$ cat src/scbp_pkg.sv
// ----------------------------------------------------------------------------
// scbp_pkg: shared types and constants of the size class buffer pool
// Field widths, status and function codes, register indexes, reset values
// and the command/status structs between controller and datapath.
// ----------------------------------------------------------------------------
package scbp_pkg;

    // Field widths
    localparam int LEN_W      = 16;  // class length and request size
    localparam int SPC_W      = 10;  // class spacing
    localparam int OFS_W      = 10;  // pool offsets on the ports
    localparam int POS_W      = 17;  // running slot start, holds POOL_BYTES
    localparam int SLOT_IDX_W = 5;   // slot index on the ports
    localparam int CFG_IDX_W  = 3;
    localparam int CFG_DATA_W = 16;

    // Default sizing
    localparam int DEF_CLASS1_SLOTS = 3;
    localparam int DEF_CLASS2_SLOTS = 3;
    localparam int DEF_CLASS3_SLOTS = 3;
    localparam int DEF_CLASS4_SLOTS = 3;
    localparam int DEF_POOL_BYTES   = 1024;

    // Register reset values
    localparam logic [LEN_W-1:0] RST_CLASS1_LEN = 16'd12;
    localparam logic [LEN_W-1:0] RST_CLASS2_LEN = 16'd25;
    localparam logic [LEN_W-1:0] RST_CLASS3_LEN = 16'd55;
    localparam logic [LEN_W-1:0] RST_CLASS4_LEN = 16'd100;
    localparam logic [SPC_W-1:0] RST_CLASS1_SPC = 10'd12;
    localparam logic [SPC_W-1:0] RST_CLASS2_SPC = 10'd25;
    localparam logic [SPC_W-1:0] RST_CLASS3_SPC = 10'd55;
    localparam logic [SPC_W-1:0] RST_CLASS4_SPC = 10'd100;

    typedef enum logic {
        FUNC_ALLOC = 1'b0,
        FUNC_FREE  = 1'b1
    } t_func;

    typedef enum logic [2:0] {
        ST_GRANTED  = 3'd0,
        ST_NO_CLASS = 3'd1,
        ST_NO_FREE  = 3'd2,
        ST_FREED    = 3'd3,
        ST_UNKNOWN  = 3'd4
    } t_status;

    typedef enum logic [CFG_IDX_W-1:0] {
        CFG_CLASS1_LEN = 3'd0,
        CFG_CLASS2_LEN = 3'd1,
        CFG_CLASS3_LEN = 3'd2,
        CFG_CLASS4_LEN = 3'd3,
        CFG_CLASS1_SPC = 3'd4,
        CFG_CLASS2_SPC = 3'd5,
        CFG_CLASS3_SPC = 3'd6,
        CFG_CLASS4_SPC = 3'd7
    } t_cfg_idx;

    typedef enum logic [1:0] {
        S_IDLE,
        S_SCAN,
        S_RESP
    } t_state;

    // Controller to datapath
    typedef struct packed {
        logic load;    // capture request, restart the slot walk
        logic step;    // evaluate current slot, advance
        logic finish;  // latch result, update free map
    } t_dp_cmd;

    // Datapath to controller
    typedef struct packed {
        logic scan_done;  // hit on this slot or no slot left
    } t_dp_sts;

endpackage

$ cat src/size_class_buffer_pool_core.sv
// ----------------------------------------------------------------------------
// size_class_buffer_pool_core: buffer slot allocator with four size classes
// Sequence: start is taken, then the datapath walks the slots in order until
//   the grant or match or the last slot, then the result strobe is raised.
// A new start is taken in the strobe cycle, but not during the walk (busy).
// Results cannot be stalled by the receiver.
// Reset (synchronous, active low): every slot free, configuration registers to defaults.
// ----------------------------------------------------------------------------
module size_class_buffer_pool_core #(
    parameter int CLASS1_SLOTS = scbp_pkg::DEF_CLASS1_SLOTS,
    parameter int CLASS2_SLOTS = scbp_pkg::DEF_CLASS2_SLOTS,
    parameter int CLASS3_SLOTS = scbp_pkg::DEF_CLASS3_SLOTS,
    parameter int CLASS4_SLOTS = scbp_pkg::DEF_CLASS4_SLOTS,
    parameter int POOL_BYTES   = scbp_pkg::DEF_POOL_BYTES
) (
    input  logic                              i_clk,
    input  logic                              i_rst_n,
    // Command channel
    input  logic                              start,
    output logic                              busy,
    input  logic                              i_func,
    input  logic [scbp_pkg::LEN_W-1:0]        i_request_size,
    input  logic [scbp_pkg::OFS_W-1:0]        i_release_offset,
    // Result
    output logic                              o_result_valid,
    output logic [2:0]                        o_status,
    output logic [scbp_pkg::OFS_W-1:0]        o_grant_offset,
    output logic [scbp_pkg::SLOT_IDX_W-1:0]   o_slot_index,
    // Configuration write channel
    input  logic                              i_cfg_valid,
    output logic                              o_cfg_ready,
    input  logic [scbp_pkg::CFG_IDX_W-1:0]    i_cfg_index,
    input  logic [scbp_pkg::CFG_DATA_W-1:0]   i_cfg_data
);

    scbp_pkg::t_dp_cmd cmd;
    scbp_pkg::t_dp_sts sts;

    // Registers always take a transfer
    assign o_cfg_ready = 1'b1;

    scbp_ctrl u_ctrl (
        .i_clk          (i_clk),
        .i_rst_n        (i_rst_n),
        .start          (start),
        .busy           (busy),
        .o_result_valid (o_result_valid),
        .o_cmd          (cmd),
        .i_sts          (sts)
    );

    scbp_dpath #(
        .CLASS1_SLOTS (CLASS1_SLOTS),
        .CLASS2_SLOTS (CLASS2_SLOTS),
        .CLASS3_SLOTS (CLASS3_SLOTS),
        .CLASS4_SLOTS (CLASS4_SLOTS),
        .POOL_BYTES   (POOL_BYTES)
    ) u_dpath (
        .i_clk            (i_clk),
        .i_rst_n          (i_rst_n),
        .i_cmd            (cmd),
        .o_sts            (sts),
        .i_cfg_we         (i_cfg_valid && o_cfg_ready),
        .i_cfg_index      (i_cfg_index),
        .i_cfg_data       (i_cfg_data),
        .i_func           (i_func),
        .i_request_size   (i_request_size),
        .i_release_offset (i_release_offset),
        .o_status         (o_status),
        .o_grant_offset   (o_grant_offset),
        .o_slot_index     (o_slot_index)
    );

endmodule

$ cat src/scbp_ctrl.sv
// ----------------------------------------------------------------------------
// scbp_ctrl: request sequencer
// Walks a request through capture, slot scan and a one-cycle result strobe.
// ----------------------------------------------------------------------------
module scbp_ctrl (
    input  logic              i_clk,
    input  logic              i_rst_n,
    input  logic              start,
    output logic              busy,
    output logic              o_result_valid,
    output scbp_pkg::t_dp_cmd o_cmd,
    input  scbp_pkg::t_dp_sts i_sts
);

    scbp_pkg::t_state r_state;
    scbp_pkg::t_state n_state;

    // State register
    always_ff @(posedge i_clk) begin
        if (!i_rst_n) begin
            r_state <= scbp_pkg::S_IDLE;
        end else begin
            r_state <= n_state;
        end
    end

    // Next state; a new request may start during the result strobe
    always_comb begin
        n_state = r_state;
        unique case (r_state)
            scbp_pkg::S_IDLE: begin
                if (start) n_state = scbp_pkg::S_SCAN;
            end
            scbp_pkg::S_SCAN: begin
                if (i_sts.scan_done) n_state = scbp_pkg::S_RESP;
            end
            scbp_pkg::S_RESP: begin
                n_state = start ? scbp_pkg::S_SCAN : scbp_pkg::S_IDLE;
            end
            default: n_state = scbp_pkg::S_IDLE;
        endcase
    end

    // Outputs
    always_comb begin
        busy           = (r_state == scbp_pkg::S_SCAN);
        o_result_valid = (r_state == scbp_pkg::S_RESP);
        o_cmd.load     = start && (r_state != scbp_pkg::S_SCAN);
        o_cmd.step     = (r_state == scbp_pkg::S_SCAN);
        o_cmd.finish   = (r_state == scbp_pkg::S_SCAN) && i_sts.scan_done;
    end

endmodule

$ cat src/scbp_dpath.sv
// ----------------------------------------------------------------------------
// scbp_dpath: slot walker, free map and configuration registers
// One slot per cycle: running start offset, class select, fit/free/match
// checks, and the result registers.
// ----------------------------------------------------------------------------
module scbp_dpath #(
    parameter int CLASS1_SLOTS = scbp_pkg::DEF_CLASS1_SLOTS,
    parameter int CLASS2_SLOTS = scbp_pkg::DEF_CLASS2_SLOTS,
    parameter int CLASS3_SLOTS = scbp_pkg::DEF_CLASS3_SLOTS,
    parameter int CLASS4_SLOTS = scbp_pkg::DEF_CLASS4_SLOTS,
    parameter int POOL_BYTES   = scbp_pkg::DEF_POOL_BYTES
) (
    input  logic                              i_clk,
    input  logic                              i_rst_n,
    input  scbp_pkg::t_dp_cmd                 i_cmd,
    output scbp_pkg::t_dp_sts                 o_sts,
    input  logic                              i_cfg_we,
    input  logic [scbp_pkg::CFG_IDX_W-1:0]    i_cfg_index,
    input  logic [scbp_pkg::CFG_DATA_W-1:0]   i_cfg_data,
    input  logic                              i_func,
    input  logic [scbp_pkg::LEN_W-1:0]        i_request_size,
    input  logic [scbp_pkg::OFS_W-1:0]        i_release_offset,
    output logic [2:0]                        o_status,
    output logic [scbp_pkg::OFS_W-1:0]        o_grant_offset,
    output logic [scbp_pkg::SLOT_IDX_W-1:0]   o_slot_index
);

    localparam int NUM_SLOTS = CLASS1_SLOTS + CLASS2_SLOTS + CLASS3_SLOTS + CLASS4_SLOTS;
    localparam int BOUND1    = CLASS1_SLOTS;
    localparam int BOUND2    = CLASS1_SLOTS + CLASS2_SLOTS;
    localparam int BOUND3    = CLASS1_SLOTS + CLASS2_SLOTS + CLASS3_SLOTS;
    localparam int CNT_W     = (NUM_SLOTS < 1) ? 1 : $clog2(NUM_SLOTS + 1);
    localparam int IDX_W     = (NUM_SLOTS < 2) ? 1 : $clog2(NUM_SLOTS);
    localparam int MAP_W     = (NUM_SLOTS < 1) ? 1 : NUM_SLOTS;
    localparam logic [scbp_pkg::POS_W-1:0] POOL_END = scbp_pkg::POS_W'(POOL_BYTES);
    localparam logic [CNT_W-1:0]           SLOT_CNT = CNT_W'(NUM_SLOTS);

    // Configuration registers
    logic [scbp_pkg::LEN_W-1:0] r_len1, r_len2, r_len3, r_len4;
    logic [scbp_pkg::SPC_W-1:0] r_spc1, r_spc2, r_spc3, r_spc4;

    // Request and walk state
    scbp_pkg::t_func             r_func;
    logic [scbp_pkg::LEN_W-1:0]  r_size;
    logic [scbp_pkg::POS_W-1:0]  r_where;
    logic [scbp_pkg::POS_W-1:0]  r_pos;
    logic [CNT_W-1:0]            r_cnt;
    logic                        r_fit_seen;
    logic [MAP_W-1:0]            r_free_map;
    logic [MAP_W-1:0]            n_free_map;

    // Result registers
    scbp_pkg::t_status                r_status;
    logic [scbp_pkg::OFS_W-1:0]       r_grant_offset;
    logic [scbp_pkg::SLOT_IDX_W-1:0]  r_slot_index;

    logic [IDX_W-1:0]           slot_idx;
    logic                       slot_valid;
    logic                       slot_last;
    logic                       slot_exists;
    logic [scbp_pkg::LEN_W-1:0] slot_len;
    logic [scbp_pkg::SPC_W-1:0] slot_spc;
    logic                       fit_now;
    logic                       fit_any;
    logic                       grant_now;
    logic                       match_now;
    logic                       hit;

    // Configuration writes
    always_ff @(posedge i_clk) begin
        if (!i_rst_n) begin
            r_len1 <= scbp_pkg::RST_CLASS1_LEN;
            r_len2 <= scbp_pkg::RST_CLASS2_LEN;
            r_len3 <= scbp_pkg::RST_CLASS3_LEN;
            r_len4 <= scbp_pkg::RST_CLASS4_LEN;
            r_spc1 <= scbp_pkg::RST_CLASS1_SPC;
            r_spc2 <= scbp_pkg::RST_CLASS2_SPC;
            r_spc3 <= scbp_pkg::RST_CLASS3_SPC;
            r_spc4 <= scbp_pkg::RST_CLASS4_SPC;
        end else if (i_cfg_we) begin
            unique case (scbp_pkg::t_cfg_idx'(i_cfg_index))
                scbp_pkg::CFG_CLASS1_LEN: r_len1 <= i_cfg_data;
                scbp_pkg::CFG_CLASS2_LEN: r_len2 <= i_cfg_data;
                scbp_pkg::CFG_CLASS3_LEN: r_len3 <= i_cfg_data;
                scbp_pkg::CFG_CLASS4_LEN: r_len4 <= i_cfg_data;
                scbp_pkg::CFG_CLASS1_SPC: r_spc1 <= i_cfg_data[scbp_pkg::SPC_W-1:0];
                scbp_pkg::CFG_CLASS2_SPC: r_spc2 <= i_cfg_data[scbp_pkg::SPC_W-1:0];
                scbp_pkg::CFG_CLASS3_SPC: r_spc3 <= i_cfg_data[scbp_pkg::SPC_W-1:0];
                scbp_pkg::CFG_CLASS4_SPC: r_spc4 <= i_cfg_data[scbp_pkg::SPC_W-1:0];
                default: ;
            endcase
        end
    end

    // Class of the current slot from the fixed class boundaries
    always_comb begin
        priority if (int'(r_cnt) < BOUND1) begin
            slot_len = r_len1;
            slot_spc = r_spc1;
        end else if (int'(r_cnt) < BOUND2) begin
            slot_len = r_len2;
            slot_spc = r_spc2;
        end else if (int'(r_cnt) < BOUND3) begin
            slot_len = r_len3;
            slot_spc = r_spc3;
        end else begin
            slot_len = r_len4;
            slot_spc = r_spc4;
        end
    end

    // Per-slot checks
    always_comb begin
        slot_idx    = r_cnt[IDX_W-1:0];
        slot_valid  = (r_cnt < SLOT_CNT);
        slot_last   = (r_cnt == SLOT_CNT - CNT_W'(1));
        slot_exists = slot_valid && (r_pos < POOL_END);
        fit_now     = slot_exists && (r_size <= slot_len);
        fit_any     = r_fit_seen || fit_now;
        grant_now   = slot_exists && fit_any && r_free_map[slot_idx];
        match_now   = slot_exists && (r_pos == r_where);
        hit         = (r_func == scbp_pkg::FUNC_ALLOC) ? grant_now : match_now;
        o_sts.scan_done = hit || !slot_valid || slot_last;
    end

    // Request capture and slot walk
    always_ff @(posedge i_clk) begin
        if (i_cmd.load) begin
            r_func     <= scbp_pkg::t_func'(i_func);
            r_size     <= i_request_size;
            r_where    <= scbp_pkg::POS_W'(i_release_offset);
            r_pos      <= '0;
            r_cnt      <= '0;
            r_fit_seen <= 1'b0;
        end else if (i_cmd.step && slot_valid) begin
            r_pos      <= r_pos + scbp_pkg::POS_W'(slot_spc);
            r_cnt      <= r_cnt + CNT_W'(1);
            r_fit_seen <= fit_any;
        end
    end

    // Free map update on a grant or a matched free
    always_comb begin
        n_free_map = r_free_map;
        if (i_cmd.finish && hit) begin
            n_free_map[slot_idx] = (r_func == scbp_pkg::FUNC_FREE);
        end
    end

    always_ff @(posedge i_clk) begin
        if (!i_rst_n) begin
            r_free_map <= '1;
        end else begin
            r_free_map <= n_free_map;
        end
    end

    // Result registers
    always_ff @(posedge i_clk) begin
        if (i_cmd.finish) begin
            r_grant_offset <= '0;
            r_slot_index   <= '0;
            if (r_func == scbp_pkg::FUNC_ALLOC) begin
                priority if (grant_now) begin
                    r_status       <= scbp_pkg::ST_GRANTED;
                    r_grant_offset <= r_pos[scbp_pkg::OFS_W-1:0];
                    r_slot_index   <= scbp_pkg::SLOT_IDX_W'(r_cnt);
                end else if (fit_any) begin
                    r_status <= scbp_pkg::ST_NO_FREE;
                end else begin
                    r_status <= scbp_pkg::ST_NO_CLASS;
                end
            end else begin
                if (match_now) begin
                    r_status     <= scbp_pkg::ST_FREED;
                    r_slot_index <= scbp_pkg::SLOT_IDX_W'(r_cnt);
                end else begin
                    r_status <= scbp_pkg::ST_UNKNOWN;
                end
            end
        end
    end

    assign o_status       = r_status;
    assign o_grant_offset = r_grant_offset;
    assign o_slot_index   = r_slot_index;

endmodule

$ cat config.mk
export PLATFORM = sky130hd
export DESIGN_NAME = size_class_buffer_pool_core
export DESIGN_NICKNAME = d
export VERILOG_FILES = /design/src/scbp_pkg.sv /design/src/size_class_buffer_pool_core.sv /design/src/scbp_ctrl.sv /design/src/scbp_dpath.sv
export SDC_FILE = /design/constraint.sdc
export NUM_CORES = 1
export LEC_CHECK = 0
export ABC_AREA = 1
export BUFFER_PORTS_ARGS = -buffer_cell sky130_fd_sc_hd__buf_2
export CORE_UTILIZATION = 60
export CTS_CLUSTER_SIZE = 8
export DETAILED_ROUTE_END_ITERATION = 8
export HOLD_SLACK_MARGIN = 0.1
export PLACE_DENSITY = 0.83
export SLEW_MARGIN = 20
export SYNTH_ARGS = -nofsm -noshare
export SYNTH_HDL_FRONTEND = slang
export SYNTH_SLANG_ARGS = --single-unit
export TNS_END_PERCENT = 10
$ cat constraint.sdc
create_clock -name i_clk -period 5.1 [get_ports i_clk]
set_clock_uncertainty 0.1 [all_clocks]
set_input_delay 1.02 -clock i_clk [delete_from_list [all_inputs] [get_ports i_clk]]
set_output_delay 1.02 -clock i_clk [all_outputs]
set_load 0.01 [all_outputs]
==> flow_summary_export.csv <==
group,metric,value,unit
timing,rsz0062_at_grt,"false",
timing,drv_slew,0,
die,die-area,14700,sq um
synthesis,synth-main-ff-cell,"dfxtp_1",
detailed_routing,first_pass_iters,6,
synthesis,yosysWarnings,0,
setup_path,r2r_slack,0.69,ns
global_routing,antenna_found_initial,0,
clocking,cts_resized,0,
synthesis,synth_compound_area_share,14.4,%
die,dieWidth,121,um
status,status,"completed",
timing,fmax,0.227,GHz
clocking,clockRootBuffer,"clkbuf_16",
synthesis,synthesis.area,8550,sq um
timing,post-route-min-period,4.41,ns
detailed_routing,routed_wl,21400,um
setup_path,worst-path-max-fanout,17,
timing,tightest_slew,0.845,ns
die,core_area,13900,sq um
detailed_routing,drcViolationCount,0,
detailed_routing,first_iter_violations,910,
cells_and_area,n_antenna_cell,0,
timing,hold_viol,0,
synthesis,synth_fa_ha_area_share,4.77,%
setup_path,startpoint_type,"flip-flop",
die,die_y,121,um
global_routing,grt_pass1_vias,7133,
min_path,min_path_type,"reg -> reg",
setup_path,path_buf_inv,4,
setup_path,r2r_cells,25,
synthesis,yosysUniqueCellTypes,43,
cells_and_area,nets,1228,
setup_path,r2r-end,"u_dpath.o_grant_offset[0]",
die,rows,43,
synthesis,synthXorXnorAreaFrac,1.43,%
cells_and_area,fin_area,9690,sq um
clocking,htree_num_levels,4,
global_routing,grt_max_degree,45,
detailed_routing,ant_nets,0,
die,ios,71,
synthesis,synth.area.mux_share,0,%
detailed_routing,vias,7751,
min_path,whs_path_depth,2,
synthesis,syn_nets,1185,
clocking,cts_buffers,17,
place,io_buffers,68,
timing,hold_ws,0.357,ns
setup_path,cp_common_cell,"nand2_1",
timing,finalSetupTns,0,ns
synthesis,synthArstFlopShare,0,%
setup_path,crit_slowest_cell,"dfxtp_1",
setup_path,critPathTopFamily,"simple AND/OR/NAND/NOR gates",
synthesis,synth-seq-area-share,48.2,%
place,place_area,9020,sq um
setup_path,critPathRequiredTime,5.07,ns
detailed_routing,wl_per_cell,16.0,um
detailed_routing,via_per_inst,5.79,
synthesis,synth_top_family_by_area,"simple AND/OR/NAND/NOR gates",
place,place_hpwl,13700,um
cells_and_area,most-common-layout-cells,"nor2_1, nand2_1, dfxtp_1",
synthesis,postSynthAreaPerCell,7.75,sq um
setup_path,critPathKind,"reg -> reg",
setup_path,cpPeakStageDelay,0.55,ns
clocking,postCtsSetupBuffers,0,
die,initial_core_util,61.6,%
synthesis,synth_edf_count,44,
setup_path,cp-end-kind,"flip-flop",
global_routing,grt_overflow,0,
clocking,clock_path_buffers,2,
clocking,postCtsHoldBufs,0,
pwr,power.density,397,nW/um^2
timing,setup_violations,0,
min_path,worstHoldStart,"u_dpath.r_spc3[2]",
cells_and_area,final_common_cell,"nor2_1",
clocking,clk_latency,0.44,ns
pwr,irDropWorstVdd,263,uV
pwr,finalPower,3.85,mW
place,finalWeightedCongestion,0.886,
clocking,clk_pin_slew_worst_paths,0.07,ns
timing,fin_crit_sh,86.5,%
timing,slew_headroom,43.5,%
clocking,cts_tree,"done",
pwr,p_leak,4.30,nW
global_routing,track_usage,30.3,%
min_path,hold_end,"u_dpath.r_spc3[2]",
synthesis,syn_inst,1103,
synthesis,ys_seq_elements,184,
cells_and_area,drive_gt1_share,11.2,%
setup_path,reg2reg_from,"u_dpath.r_cnt[0]",
global_routing,grt_pass1_wl,34500,um
synthesis,synthSimpleGateAreaFrac,24.7,%
job,drv_cap,0,
clocking,cts.sinks,184,
setup_path,crit_arrival,4.38,ns
cells_and_area,areaGrowthSynthToFinish,13.3,%
[registers in the layout, indices dropped and copies added, names as in the netlist, 2 cells and up]
| name | flops |
|---|---|
| u_dpath.r_len1 | 16 |
| u_dpath.r_cnt | 4 |
| u_dpath.r_size | 16 |
| u_dpath.r_spc1 | 10 |
| u_dpath.o_status | 3 |
| u_dpath.r_free_map | 12 |
| u_dpath.o_slot_index | 4 |
| u_ctrl.r_state | 2 |
| u_dpath.r_spc3 | 10 |
| u_dpath.r_len2 | 16 |
| u_dpath.r_spc4 | 10 |
| u_dpath.r_spc2 | 10 |
| u_dpath.r_len4 | 16 |
| u_dpath.o_grant_offset | 10 |
| u_dpath.r_len3 | 16 |
| u_dpath.r_pos | 17 |
| u_dpath.r_where | 10 |
[final cells by class]
type                       count  area (sq um)
fill                        1141          4190
sequential                   184          4120
multi-input combinational    777          3880
timing repair buffer          87           495
clock buffer                  18           450
inverter                      79           297
tap                          180           225
clock inverter                14           219
[cell usage after synthesis, types with 2 or more instances]
| cell type | count | area share (%) |
|---|---|---|
| nand2_1 | 166 | 7.3 |
| clkinv_1 | 5 | 0.22 |
| clkbuf_2 | 3 | 0.18 |
| buf_4 | 2 | 0.18 |
| dfxtp_1 | 140 | 33 |
| buf_1 | 3 | 0.13 |
| nand2_2 | 2 | 0.15 |
| nor2_1 | 214 | 9.4 |
| nor3_1 | 4 | 0.23 |
| o22ai_1 | 14 | 1.0 |
| edfxtp_1 | 44 | 15 |
| nand4_1 | 28 | 2.0 |
| o211ai_1 | 2 | 0.18 |
| xnor2_1 | 5 | 0.51 |
| or2_2 | 2 | 0.15 |
| buf_2 | 2 | 0.12 |
| ha_1 | 31 | 4.5 |
| inv_1 | 73 | 3.2 |
| o21ai_0 | 130 | 7.6 |
| a21o_1 | 4 | 0.35 |
| xor2_1 | 9 | 0.92 |
| nand3_1 | 76 | 4.4 |
| clkbuf_1 | 52 | 2.3 |
| a21oi_1 | 62 | 3.6 |
| conb_1 | 2 | 0.088 |
| a211oi_1 | 11 | 0.97 |
[routing by layer]
layer / vias to the layer above / share of wire, % / track usage (%)
met5: - / 0 / 0
met4: 0 / 2.6 / 12.7
met3: 48 / 6.6 / 5.69
met2: 342 / 49 / 50.5
met1: 3598 / 42 / 38.4
li1: 3763 / - / -
[worst max-delay path by stage]
stage / end / depth (start not counted) / startpoint
global placement: u_dpath.o_grant_offset[4] / 25 / u_dpath.r_cnt[0]
floorplan: u_dpath.o_grant_offset[0] / 24 / u_dpath.r_cnt[0]
detailed placement: u_dpath.o_grant_offset[4] / 25 / u_dpath.r_cnt[0]
finish: u_dpath.o_grant_offset[0] / 25 / u_dpath.r_cnt[0]
global route: u_dpath.o_status[0] / 25 / u_dpath.r_cnt[0]
CTS: u_dpath.o_status[0] / 25 / u_dpath.r_cnt[0]
[power by group]
part           total (mW)  internal [mW]  leakage (nW)  switching [mW]
Combinational       0.710          0.247          2.43           0.463
Clock                1.49          0.902         0.324           0.584
Sequential           1.65           1.59          1.55          0.0640
Total                3.85           2.74          4.30            1.11
[stage by stage]
step | std cells | worst slack, ns | util (%)
6_report | 1339 | 0.688 | 69.8
5_1_grt | 1339 | 0.249 | 69.8
4_1_cts | 1339 | 0.768 | 69.8
3_5_place_dp | 1307 | 0.825 | 65.0
3_3_place_gp | 1307 | 0.944 | 65.0
2_1_floorplan | 1103 | 1.30 | -
[kinds of logic (layout without fill, tap and decap cells)]
| logic type | count (synthesis) | count (layout) |
|---|---|---|
| simple gates | 500 | 500 |
| compound gates | 229 | 229 |
| flops | 184 | 184 |
| buf+inv | 142 | 198 |
| fa+ha+maj | 32 | 32 |
| xor+xnor | 14 | 14 |
| other cells | 2 | 2 |
[worst min-delay path: stages (launching register included)]
cell and delay, ns:
dfxtp_1 0.33, nand2_1 0.05, nand3_1 0.05
Note: power is estimated with default switching activity, not from simulation.
